===== src/hw/rtl/deq_pkg.sv =====
`default_nettype none

package deq_pkg;

	// Number of entries in the ring store.
	localparam int DEPTH = 16;
	// Width of one stored value.
	localparam int VALUE_BITS = 32;
	// Index and count widths follow from the depth.
	localparam int IDX_W = (DEPTH > 1) ? $clog2(DEPTH) : 1;
	localparam int CNT_W = $clog2(DEPTH + 1);
	// The sum of front index and count is held one bit wider than the count.
	localparam int SUM_W = CNT_W + 1;

	typedef enum logic [1:0] {
		OP_PUSH_FRONT = 2'd0,
		OP_PUSH_BACK  = 2'd1,
		OP_POP_FRONT  = 2'd2,
		OP_POP_BACK   = 2'd3
	} op_t;

	typedef enum logic [1:0] {
		STS_OK    = 2'd0,
		STS_EMPTY = 2'd1,
		STS_FULL  = 2'd2
	} status_t;

	// Result information that travels alongside the store read.
	typedef struct packed {
		logic              pop_ok;
		status_t           status;
		logic [CNT_W-1:0]  count;
		logic              empty;
	} meta_t;

	// Store access requested by the control unit.
	typedef struct packed {
		logic                  wr_en;
		logic [IDX_W-1:0]      wr_addr;
		logic [VALUE_BITS-1:0] wr_data;
		logic                  rd_en;
		logic [IDX_W-1:0]      rd_addr;
	} ram_req_t;

endpackage

`default_nettype wire


===== src/hw/rtl/double_ended_queue_core.sv =====
// After its request is accepted, a result is registered with the store read, then in the output register.
// Throughput: one request per cycle unless the result channel stalls; a request's pointer update
// and store access, if any, complete in the cycle it is accepted, so the next may follow at once.
// Reset: the front index, the element count and all valid flags are cleared asynchronously;
// the store itself is not cleared, as an entry is only ever read after it has been written.
`default_nettype none

module double_ended_queue_core (
	input  wire logic        clk,
	input  wire logic        arst_n,
	// Request channel.
	input  wire logic        s_tvalid,
	output logic             s_tready,
	input  wire logic [31:0] s_tdata,  // [31:0] push_value
	input  wire logic [1:0]  s_tuser,  // [1:0] operation
	// Result channel.
	output logic             m_tvalid,
	input  wire logic        m_tready,
	output logic      [39:0] m_tdata,  // [31:0] pop_value, [36:32] element_count,
	                                   // [37] is_empty, [39:38] zero
	output logic      [1:0]  m_tuser   // [1:0] status
);

	import deq_pkg::*;

	// The request is accepted in the same cycle that its pointers are updated and
	// its store write or read is issued.
	logic      req_fire;
	ram_req_t  ram_req;
	meta_t     meta;
	logic [VALUE_BITS-1:0] rd_data;

	// Stage one holds the result information while the store read completes.
	logic  valid_s1;
	meta_t meta_s1;
	logic  adv_s1;

	// The output register lets stage one take a fresh request while a finished
	// item is still waiting at the result channel.
	logic                  out_valid_q;
	logic [31:0]           pop_value_q;
	status_t               status_q;
	logic [CNT_W-1:0]      count_q;
	logic                  empty_q;

	assign adv_s1   = valid_s1 && (!out_valid_q || m_tready);
	assign s_tready = !valid_s1 || adv_s1;
	assign req_fire = s_tvalid && s_tready;

	deq_ctrl u_ctrl (
		.clk        (clk),
		.arst_n     (arst_n),
		.req_fire   (req_fire),
		.op         (op_t'(s_tuser)),
		.push_value (s_tdata[VALUE_BITS-1:0]),
		.ram_req    (ram_req),
		.meta       (meta)
	);

	// A stalled stage one issues no new read, so the read data holds with it.
	deq_ram #(
		.WIDTH (VALUE_BITS),
		.DEPTH (DEPTH)
	) u_ram (
		.clk     (clk),
		.wr_en   (ram_req.wr_en),
		.wr_addr (ram_req.wr_addr),
		.wr_data (ram_req.wr_data),
		.rd_en   (ram_req.rd_en),
		.rd_addr (ram_req.rd_addr),
		.rd_data (rd_data)
	);

	always_ff @(posedge clk or negedge arst_n) begin
		if (!arst_n) begin
			valid_s1 <= 1'b0;
		end else if (req_fire) begin
			valid_s1 <= 1'b1;
		end else if (adv_s1) begin
			valid_s1 <= 1'b0;
		end
	end

	always_ff @(posedge clk) begin
		if (req_fire) begin
			meta_s1 <= meta;
		end
	end

	always_ff @(posedge clk or negedge arst_n) begin
		if (!arst_n) begin
			out_valid_q <= 1'b0;
		end else if (adv_s1) begin
			out_valid_q <= 1'b1;
		end else if (m_tready) begin
			out_valid_q <= 1'b0;
		end
	end

	// Pushes and failed pops report a zero value.
	always_ff @(posedge clk) begin
		if (adv_s1) begin
			pop_value_q <= meta_s1.pop_ok ? rd_data : '0;
			status_q    <= meta_s1.status;
			count_q     <= meta_s1.count;
			empty_q     <= meta_s1.empty;
		end
	end

	assign m_tvalid = out_valid_q;
	assign m_tdata  = {2'b00, empty_q, count_q, pop_value_q};
	assign m_tuser  = status_q;

endmodule

`default_nettype wire


===== src/hw/rtl/deq_ram.sv =====
`default_nettype none

module deq_ram #(
	parameter int WIDTH = 32,
	parameter int DEPTH = 16
) (
	input  wire logic                                       clk,
	input  wire logic                                       wr_en,
	input  wire logic [((DEPTH > 1) ? $clog2(DEPTH) : 1)-1:0] wr_addr,
	input  wire logic [WIDTH-1:0]                           wr_data,
	input  wire logic                                       rd_en,
	input  wire logic [((DEPTH > 1) ? $clog2(DEPTH) : 1)-1:0] rd_addr,
	output logic      [WIDTH-1:0]                           rd_data
);

	logic [WIDTH-1:0] mem_q [DEPTH];

	always_ff @(posedge clk) begin
		if (wr_en) begin
			mem_q[wr_addr] <= wr_data;
		end
		if (rd_en) begin
			rd_data <= mem_q[rd_addr];
		end
	end

endmodule

`default_nettype wire


===== src/hw/rtl/deq_ctrl.sv =====
`default_nettype none

module deq_ctrl (
	input  wire logic                           clk,
	input  wire logic                           arst_n,
	input  wire logic                           req_fire,
	input  wire deq_pkg::op_t                   op,
	input  wire logic [deq_pkg::VALUE_BITS-1:0] push_value,
	output deq_pkg::ram_req_t                   ram_req,
	output deq_pkg::meta_t                      meta
);

	import deq_pkg::*;

	logic [IDX_W-1:0] front_q;
	logic [CNT_W-1:0] count_q;

	logic [IDX_W-1:0] front_nxt;
	logic [CNT_W-1:0] count_nxt;
	logic [IDX_W-1:0] front_dec;
	logic [IDX_W-1:0] front_inc;
	logic [SUM_W-1:0] back_sum;
	logic [IDX_W-1:0] back_idx;
	logic             is_full;
	logic             is_empty;

	always_comb begin
		is_full  = (count_q == CNT_W'(DEPTH));
		is_empty = (count_q == '0);

		front_dec = (front_q == '0) ? IDX_W'(DEPTH - 1) : front_q - 1'b1;
		front_inc = (front_q == IDX_W'(DEPTH - 1)) ? '0 : front_q + 1'b1;

		// The back slot for a push sits one past the last element; a pop reads the last.
		back_sum = SUM_W'(front_q) + SUM_W'(count_q)
			- SUM_W'(op == OP_POP_BACK);
		back_idx = (back_sum >= SUM_W'(DEPTH)) ? IDX_W'(back_sum - SUM_W'(DEPTH))
			: IDX_W'(back_sum);

		front_nxt       = front_q;
		count_nxt       = count_q;
		ram_req.wr_en   = 1'b0;
		ram_req.wr_addr = back_idx;
		ram_req.wr_data = push_value;
		ram_req.rd_en   = 1'b0;
		ram_req.rd_addr = back_idx;
		meta.pop_ok     = 1'b0;
		meta.status     = STS_OK;

		case (op)
			OP_PUSH_FRONT: begin
				if (is_full) begin
					meta.status = STS_FULL;
				end else begin
					front_nxt       = front_dec;
					count_nxt       = count_q + 1'b1;
					ram_req.wr_en   = req_fire;
					ram_req.wr_addr = front_dec;
				end
			end
			OP_PUSH_BACK: begin
				if (is_full) begin
					meta.status = STS_FULL;
				end else begin
					count_nxt     = count_q + 1'b1;
					ram_req.wr_en = req_fire;
				end
			end
			OP_POP_FRONT: begin
				if (is_empty) begin
					meta.status = STS_EMPTY;
				end else begin
					front_nxt       = front_inc;
					count_nxt       = count_q - 1'b1;
					ram_req.rd_en   = req_fire;
					ram_req.rd_addr = front_q;
					meta.pop_ok     = 1'b1;
				end
			end
			OP_POP_BACK: begin
				if (is_empty) begin
					meta.status = STS_EMPTY;
				end else begin
					count_nxt     = count_q - 1'b1;
					ram_req.rd_en = req_fire;
					meta.pop_ok   = 1'b1;
				end
			end
			default: begin
				meta.status = STS_OK;
			end
		endcase

		meta.count = count_nxt;
		meta.empty = (count_nxt == '0);
	end

	always_ff @(posedge clk or negedge arst_n) begin
		if (!arst_n) begin
			front_q <= '0;
			count_q <= '0;
		end else if (req_fire) begin
			front_q <= front_nxt;
			count_q <= count_nxt;
		end
	end

endmodule

`default_nettype wire


===== config.mk =====
export PLATFORM = sky130hd
export DESIGN_NAME = double_ended_queue_core
export DESIGN_NICKNAME = d
export VERILOG_FILES = /design/src/hw/rtl/deq_pkg.sv /design/src/hw/rtl/double_ended_queue_core.sv /design/src/hw/rtl/deq_ram.sv /design/src/hw/rtl/deq_ctrl.sv
export SDC_FILE = /design/constraint.sdc
export NUM_CORES = 1
export LEC_CHECK = 0
export ABC_AREA = 1
export BUFFER_PORTS_ARGS = -buffer_cell sky130_fd_sc_hd__buf_2
export CAP_MARGIN = 5
export CORE_MARGIN = 2
export CORE_UTILIZATION = 40
export CTS_CLUSTER_SIZE = 16
export DETAILED_ROUTE_END_ITERATION = 16
export SYNTH_ARGS = -nofsm -noshare
export SYNTH_HDL_FRONTEND = slang
export SYNTH_SLANG_ARGS = --single-unit

===== constraint.sdc =====
create_clock -name clk -period 9.8 [get_ports clk]
set_input_delay 1.47 -clock clk [delete_from_list [all_inputs] [get_ports clk]]
set_output_delay 1.47 -clock clk [all_outputs]
set_load 0.01 [all_outputs]

---- Yosys cells after proc, flatten, opt, wreduce, memory -nomap -nowiden ----
Memories as Yosys holds them, arrays and structs flattened. A register that Yosys moved wholly into a read port is not among the register bits.
Index checks and enable logic that the tools add are counted.
operators by class
  muxes and demuxes ....................... 27
  reductions and logical operators ........ 16
  add/subtract/negate cells ............... 7
  eq/ne operators ......................... 7
  $lt $le $gt $ge ......................... 1
operator list
  operator                                                            count
  two-way mux 4 bit                                                   7
  two-way mux 5 bit                                                   4
  zero test 5 bit                                                     2
  two-way mux 1 bit                                                   10
  case mux 5 bit (2 select lines)                                     1
  case mux 4 bit (2 select lines)                                     1
  subtractor 4 x 1 -> 4 bit (second input constant)                   2
  adder 4 x 5 -> 6 bit                                                1
  greater-or-equal comparator 6 x 5 -> 1 bit (second input constant)  1
  nonzero test 2 bit                                                  3
  subtractor 6 x 1 -> 6 bit                                           1
  adder 5 x 1 -> 5 bit (second input constant)                        1
  == test 5 bit (second input constant)                               1
  subtractor 5 x 1 -> 5 bit (second input constant)                   1
  adder 4 x 1 -> 4 bit (second input constant)                        1
  == test 2 bit (second input constant)                               2
  == test 4 bit (second input constant)                               1
  zero test 4 bit                                                     1
  != test 2 bit (second input constant)                               2
  case mux 1 bit (2 select lines)                                     2
  case mux 2 bit (2 select lines)                                     1
  AND reduction 4 bit                                                 1
  OR reduction 2 bit                                                  2
  == test 2 x 1 -> 1 bit (second input constant)                      1
  other kinds (5)                                                     8
word-level totals
  memories ................................ 1
  word-level logic and storage cells ...... 71
  register bits ........................... 60
  output and inout port bits .............. 44
  input bits .............................. 38
  memory bits (writable) .................. 512
memories
  name         words  width  rd ports  clocked after Yosys merged registers in  write ports  line           text
  u_ram.mem_q  16     32     1         1                                        1            deq_ram.sv:16  logic [WIDTH-1:0] mem_q [DEPTH];

---- Longest topological paths before layout ----
  word-level depth ........................ 9
  depth in mapped cells ................... 14
  gate-level depth less buffers ........... 13

---- By module ----
A second synthesis with hierarchy kept.
second synthesis, totals
  cells, all modules ...................... 2461
  area, all modules ....................... 26334.0 µm²
modules (own cells, without submodules)
  module                   seq. area each (µm²)  cells each  area an instance (µm²)  times used
  deq_ram                  16335.7               2120        23050.9                 1
  double_ended_queue_core  1521.5                132         1861.8                  1
  deq_ctrl                 225.2                 209         1421.4                  1

---- Least setup slack after synthesis ----
OpenSTA, ideal clock, no wires.
  path type ............................... input port to flip-flop
  from .................................... in s_tuser[1]
  to ...................................... mem u_ram.mem_q[14][0] (enable)
  data required time ...................... 9379 ps
  stages on the path ...................... 9
  arrival ................................. 4301 ps
  setup slack ............................. 5078 ps
  buffers on the path ..................... 0
  library setup time ...................... 421 ps
  cells stage by stage .................... nand3_1 -> nand2_1 -> ha_1 -> fa_1 -> xor2_1 -> inv_1 -> o21ai_0 -> nand3_1 -> nor2_1
between the ends
  word-level cells in the longest chain between the ends .. 6
  elaborated cells on any way between the ends .. 12
  classes of those cells .................. add/sub: 2; order compare: 1; eq/ne: 2; mux: 6; reduce/logical: 1
ends and longest elaborated chain
  item                                                                                            line                           text
  start, declared                                                                                 double_ended_queue_core.sv:15  input wire logic [1:0] s_tuser,
  == test 2 bit                                                                                   deq_ctrl.sv:36                 - SUM_W'(op == OP_POP_BACK);
  subtractor 6 x 1 -> 6 bit                                                                       deq_ctrl.sv:36
  greater-or-equal comparator 6 x 5 -> 1 bit / subtractor 4 x 1 -> 4 bit (equally long branches)  deq_ctrl.sv:37                 back_idx = (back_sum >= SUM_W'(DEPTH)) ? IDX_W'(back_sum - SUM_W'(DEPTH))
  two-way mux 4 bit                                                                               deq_ctrl.sv:37
  two-way mux 5 bit                                                                               deq_ctrl.sv:52                 if (is_full) begin
  two-way mux 4 bit                                                                               deq_ctrl.sv:50                 case (op)
  end, declared                                                                                   deq_ram.sv:16
Several ways; a longest one is shown, not always the timed one.

---- Worst setup path after layout ----
  from .................................... in s_tuser[1]
  to ...................................... reg u_ram.rd_data[0], read port of u_ram.mem_q, data pin
between the ends
  word-level cells in the longest chain between the ends .. 6
  elaborated cells on any way between the ends .. 9
  classes of those cells .................. add/sub: 2; order compare: 1; eq/ne: 2; mux: 4
ends and longest elaborated chain
  item                                                                                            line                            text
  == test 2 bit                                                                                   deq_ctrl.sv:36, deq_ctrl.sv:50
  subtractor 6 x 1 -> 6 bit                                                                       deq_ctrl.sv:36
  greater-or-equal comparator 6 x 5 -> 1 bit / subtractor 4 x 1 -> 4 bit (equally long branches)  deq_ctrl.sv:37
  two-way mux 4 bit                                                                               deq_ctrl.sv:37
  two-way mux 5 bit                                                                               deq_ctrl.sv:70                  if (is_empty) begin
  two-way mux 4 bit                                                                               deq_ctrl.sv:50
  end, declared                                                                                   deq_ram.sv:13                   output logic [WIDTH-1:0] rd_data
Several ways; a longest one is shown, not always the timed one.
A chain may end at the register's enable or synchronous reset.

==> flow_summary_export.csv <==
group,metric,value,unit
outcome,run_status,"completed",
yosys,yosys-mux-area-fraction,0,%
sta,final_period_minus_worst_setup_slack,4.60,ns
drt,dr_drc_count,0,
setup_path,end_kind,"flip-flop",
die,die_h,261,um
finish,final_net_count,2589,
cts,clock_tree.buffer_depth,3,
hold_path,hp-class,"flip-flop to flip-flop",
cts,cts_h_tree_depth,2,
cts,clock_latency,0.62,ns
yosys,post_synth_instance_area,26400,sq um
die,design.die.area,68200,sq um
global_route,antenna_violations_before_repair,7,
global_route,grt_pass1_wl,101,mm
yosys,synth_simple_gate_area_share,19.2,%
die,initial_cell_density_of_the_core,40.3,%
die,std_cell_rows,94,
yosys,synth_top_family_by_area,"simple AND/OR/NAND/NOR gates",
yosys,yosys.area_share.adder,0.549,%
sta,worst_case_headroom_to_the_max_slew_limit,12.5,%
sta,timing_worst_slew_pin_value,1.31,ns
setup_path,cp_data_arrival_time,4.94,ns
cts,numCtsBuffers,57,
drt,detail_route.wirelength,66.9,mm
sta,rsz0062_at_grt,"false",
cts,clock-sinks,604,
setup_path,worstSetupPathType,"input pin to flip-flop",
yosys,synth.ff_latch_count,604,
drt,dr_total_vias,17500,
sta,period_share,47.0,%
global_route,first_global_vias,16500,
sta,setup-violations-final,0,
placed_design,gp_routability_congestion,0.789,
cts,tritoncts,"yes",
sta,report.final.hold_viol_count,0,
sta,timing.hold.ws,0.417,ns
drt,detail_route.iter0.violations,1733,
die,die_width,261,um
die,core-area,65600,sq um
yosys,gate_count_of_the_mapped_netlist,2492,
sta,final.setup.tns,0,ns
cts,post_cts_buffers,0,
placed_design,place_hpwl,35.8,mm
global_route,track_usage,19.6,%
drt,route.detailed.wl_per_inst,19.4,um
setup_path,critical_path.max_fanout,132,
sta,worst_clock_skew_on_the_final_layout,0.0153,ns
yosys,synth.yosys.seq_area_share,68.4,%
drt,post_detailed_route_count_of_antenna_violating_nets,0,
die,io_pins,82,
placed_design,io_buffer_count,79,
finish,n_fill_cell,6008,
setup_path,start_kind,"input pin",
global_route,grt-ovfl-total,0,
drt,drt-pass1-iter-count,7,
yosys,synth.yosys.warnings,0,
sta,timing.fmax,217,MHz
drt,drt-vias-per-instance,5.06,
cts,hold_buffers,0,
cts,clock_transition_at_the_registers_of_the_reported_paths,0.06,ns
cts,post_cts_resize_count,0,
yosys,syn_area_per_cell,10.6,sq um
finish,area.growth.synth_to_final,11.9,%
yosys,number_of_distinct_library_cells_after_synthesis,32,
setup_path,crit_required,10.14,ns
yosys,synth-xor-area-share,0.364,%
job,timing.max_cap.violations,0,
cts,ctsRootBufferMaster,"sky130_fd_sc_hd__clkbuf_16",
finish,final_layout_size_suffix_gt1_share,8.59,%
sta,max_slew_violation_count,0,
yosys,synth-compound-area-share,0.696,%
global_route,grt_start_max_net_pins,133,
[Yosys cell counts]
cell	count	area, sq um
sky130_fd_sc_hd__a31oi_1	1	6.26
sky130_fd_sc_hd__xnor2_1	3	26.3
sky130_fd_sc_hd__o21ai_0	19	95.1
sky130_fd_sc_hd__nand2_1	465	1750
sky130_fd_sc_hd__fa_1	1	20.0
sky130_fd_sc_hd__or2_2	1	6.26
sky130_fd_sc_hd__o21ai_2	3	26.3
sky130_fd_sc_hd__o221ai_1	1	8.76
sky130_fd_sc_hd__buf_6	3	33.8
sky130_fd_sc_hd__nand2_2	3	18.8
sky130_fd_sc_hd__nor2_8	1	20.0
sky130_fd_sc_hd__inv_1	574	2150
sky130_fd_sc_hd__inv_2	2	7.51
sky130_fd_sc_hd__clkinv_1	1	3.75
sky130_fd_sc_hd__buf_4	25	188
sky130_fd_sc_hd__o22ai_1	1	6.26
sky130_fd_sc_hd__xor2_1	8	70.1
sky130_fd_sc_hd__dfrtp_1	11	275
sky130_fd_sc_hd__nor2_1	26	97.6
sky130_fd_sc_hd__nor2_4	1	11.3
sky130_fd_sc_hd__conb_1	1	3.75
sky130_fd_sc_hd__clkbuf_1	28	105
sky130_fd_sc_hd__ha_1	10	125
sky130_fd_sc_hd__a21oi_1	5	25.0
sky130_fd_sc_hd__nand3_4	1	17.5
sky130_fd_sc_hd__a21o_1	1	7.51
sky130_fd_sc_hd__nand3_2	1	10.0
sky130_fd_sc_hd__buf_1	2	7.51
sky130_fd_sc_hd__edfxtp_1	593	17800
sky130_fd_sc_hd__buf_2	69	345
sky130_fd_sc_hd__a22o_1	1	8.76
sky130_fd_sc_hd__nand3_1	630	3150
[cell families (layout without fill, tap and decap cells)]
family | Yosys count | after routing
flip-flops | 604 | 604
AO/OA/AOI/OAI | 32 | 32
other | 1 | 3
AND/OR/NAND/NOR | 1129 | 1129
buffers and inverters | 704 | 796
XOR/XNOR | 11 | 11
adder cells (fa/ha/maj) | 11 | 11
[worst paths after layout]
| kind | cells after the start | from | end | slack [ns] |
|---|---|---|---|---|
| min | 0 | meta_s1[1]$_DFFE_PN_ | count_q[0]$_DFFE_PP_ | 0.42 |
| max | 13 | s_tuser[1] | u_ram.rd_data[0]$_DFFE_PP_ | 5.20 |
| max in group asynchronous | 1 | arst_n | u_ctrl.front_q[0]$_DFFE_PN0P_ | 8.86 |
| max reg2reg | 12 | u_ctrl.count_q[0]$_DFFE_PN0N_ | u_ram.rd_data[0]$_DFFE_PP_ | 5.45 |
| min in group asynchronous | 1 | arst_n | u_ctrl.count_q[4]$_DFFE_PN0N_ | 0.73 |
| min reg2reg | 0 | meta_s1[1]$_DFFE_PN_ | count_q[0]$_DFFE_PP_ | 0.42 |
[per-stage QoR]
step | util [%] | worst slack, ns | cell area (sq um) | cells
finish | 45.1 | 5.20 | 29600 | 3450
global route | 45.1 | 4.94 | 29600 | 3449
CTS | 45.0 | 5.21 | 29500 | 3448
detailed placement | 42.2 | 4.57 | 27700 | 3344
global placement | 42.2 | 4.58 | 27700 | 3343
floorplan | - | 5.08 | 26400 | 2493
[cell type report]
type | count | area (sq um) | share of cell area (%)
Clock buffer | 73 | 1510 | 5.10
Timing Repair Buffer | 115 | 691 | 2.34
Multi-Input combinational cell | 1185 | 5720 | 19.3
Inverter | 577 | 2170 | 7.32
Sequential cell | 604 | 18100 | 61.1
Clock inverter | 31 | 325 | 1.10
Tap cell | 864 | 1080 | 3.66
Antenna cell | 1 | 2.50 | 0.00846
[per-layer routing]
| metal | share of wire (%) | global-route usage, % |
|---|---|---|
| met2 | 47 | 32.6 |
| met1 | 42 | 26.5 |
| met4 | 2.5 | 5.93 |
| met3 | 7.6 | 3.36 |
| met5 | 0.11 | 0 |
[worst max-delay path: stages]
cell	delay [ns]
sky130_fd_sc_hd__buf_2	0.14
sky130_fd_sc_hd__nand3_1	0.16
sky130_fd_sc_hd__nand2_1	0.07
sky130_fd_sc_hd__ha_1	0.33
sky130_fd_sc_hd__inv_1	0.11
sky130_fd_sc_hd__nand2_4	0.35
sky130_fd_sc_hd__nand2_8	0.82
sky130_fd_sc_hd__buf_4	0.69
sky130_fd_sc_hd__nand2_1	0.20
sky130_fd_sc_hd__nand3_1	0.14
sky130_fd_sc_hd__nand3_1	0.08
sky130_fd_sc_hd__nand3_1	0.12
sky130_fd_sc_hd__nand2_1	0.10
[state kept, by name (all words and copies together) (netlist names)]
| register | flops |
|---|---|
| u_ram.rd_data | 32 |
| u_ctrl.front_q | 4 |
| m_tuser | 2 |
| u_ctrl.count_q | 5 |
| meta_s1 | 9 |
| pop_value_q | 32 |
| valid_s1 | 1 |
| count_q | 5 |
| u_ram.mem_q | 512 |
| empty_q | 1 |
| m_tvalid | 1 |
[cells in the final DEF, fill, tap and decap left out, types with 2 or more instances in the layout]
| master | count |
|---|---|
| sky130_fd_sc_hd__nand2_2 | 2 |
| sky130_fd_sc_hd__clkinv_1 | 17 |
| sky130_fd_sc_hd__nand2_4 | 2 |
| sky130_fd_sc_hd__nor2_4 | 18 |
| sky130_fd_sc_hd__ha_1 | 10 |
| sky130_fd_sc_hd__clkbuf_16 | 58 |
| sky130_fd_sc_hd__o21ai_4 | 3 |
| sky130_fd_sc_hd__nand3_1 | 629 |
| sky130_fd_sc_hd__nor2_1 | 9 |
| sky130_fd_sc_hd__xor2_1 | 8 |
| sky130_fd_sc_hd__inv_2 | 2 |
| sky130_fd_sc_hd__buf_2 | 79 |
| sky130_fd_sc_hd__edfxtp_1 | 593 |
| sky130_fd_sc_hd__inv_1 | 574 |
| sky130_fd_sc_hd__xnor2_1 | 3 |
| sky130_fd_sc_hd__conb_1 | 2 |
| sky130_fd_sc_hd__clkinv_2 | 6 |
| sky130_fd_sc_hd__buf_12 | 2 |
| sky130_fd_sc_hd__bufinv_16 | 7 |
| sky130_fd_sc_hd__buf_4 | 34 |
| sky130_fd_sc_hd__dfrtp_1 | 11 |
| sky130_fd_sc_hd__clkbuf_1 | 15 |
| sky130_fd_sc_hd__nand2_1 | 463 |
| sky130_fd_sc_hd__o21ai_0 | 19 |
| sky130_fd_sc_hd__a21oi_1 | 4 |
| sky130_fd_sc_hd__nand3_4 | 2 |
Power is left out: the tool's default activity adds up to more than one toggle a clock period on the data nets, which glitch-free logic cannot reach.
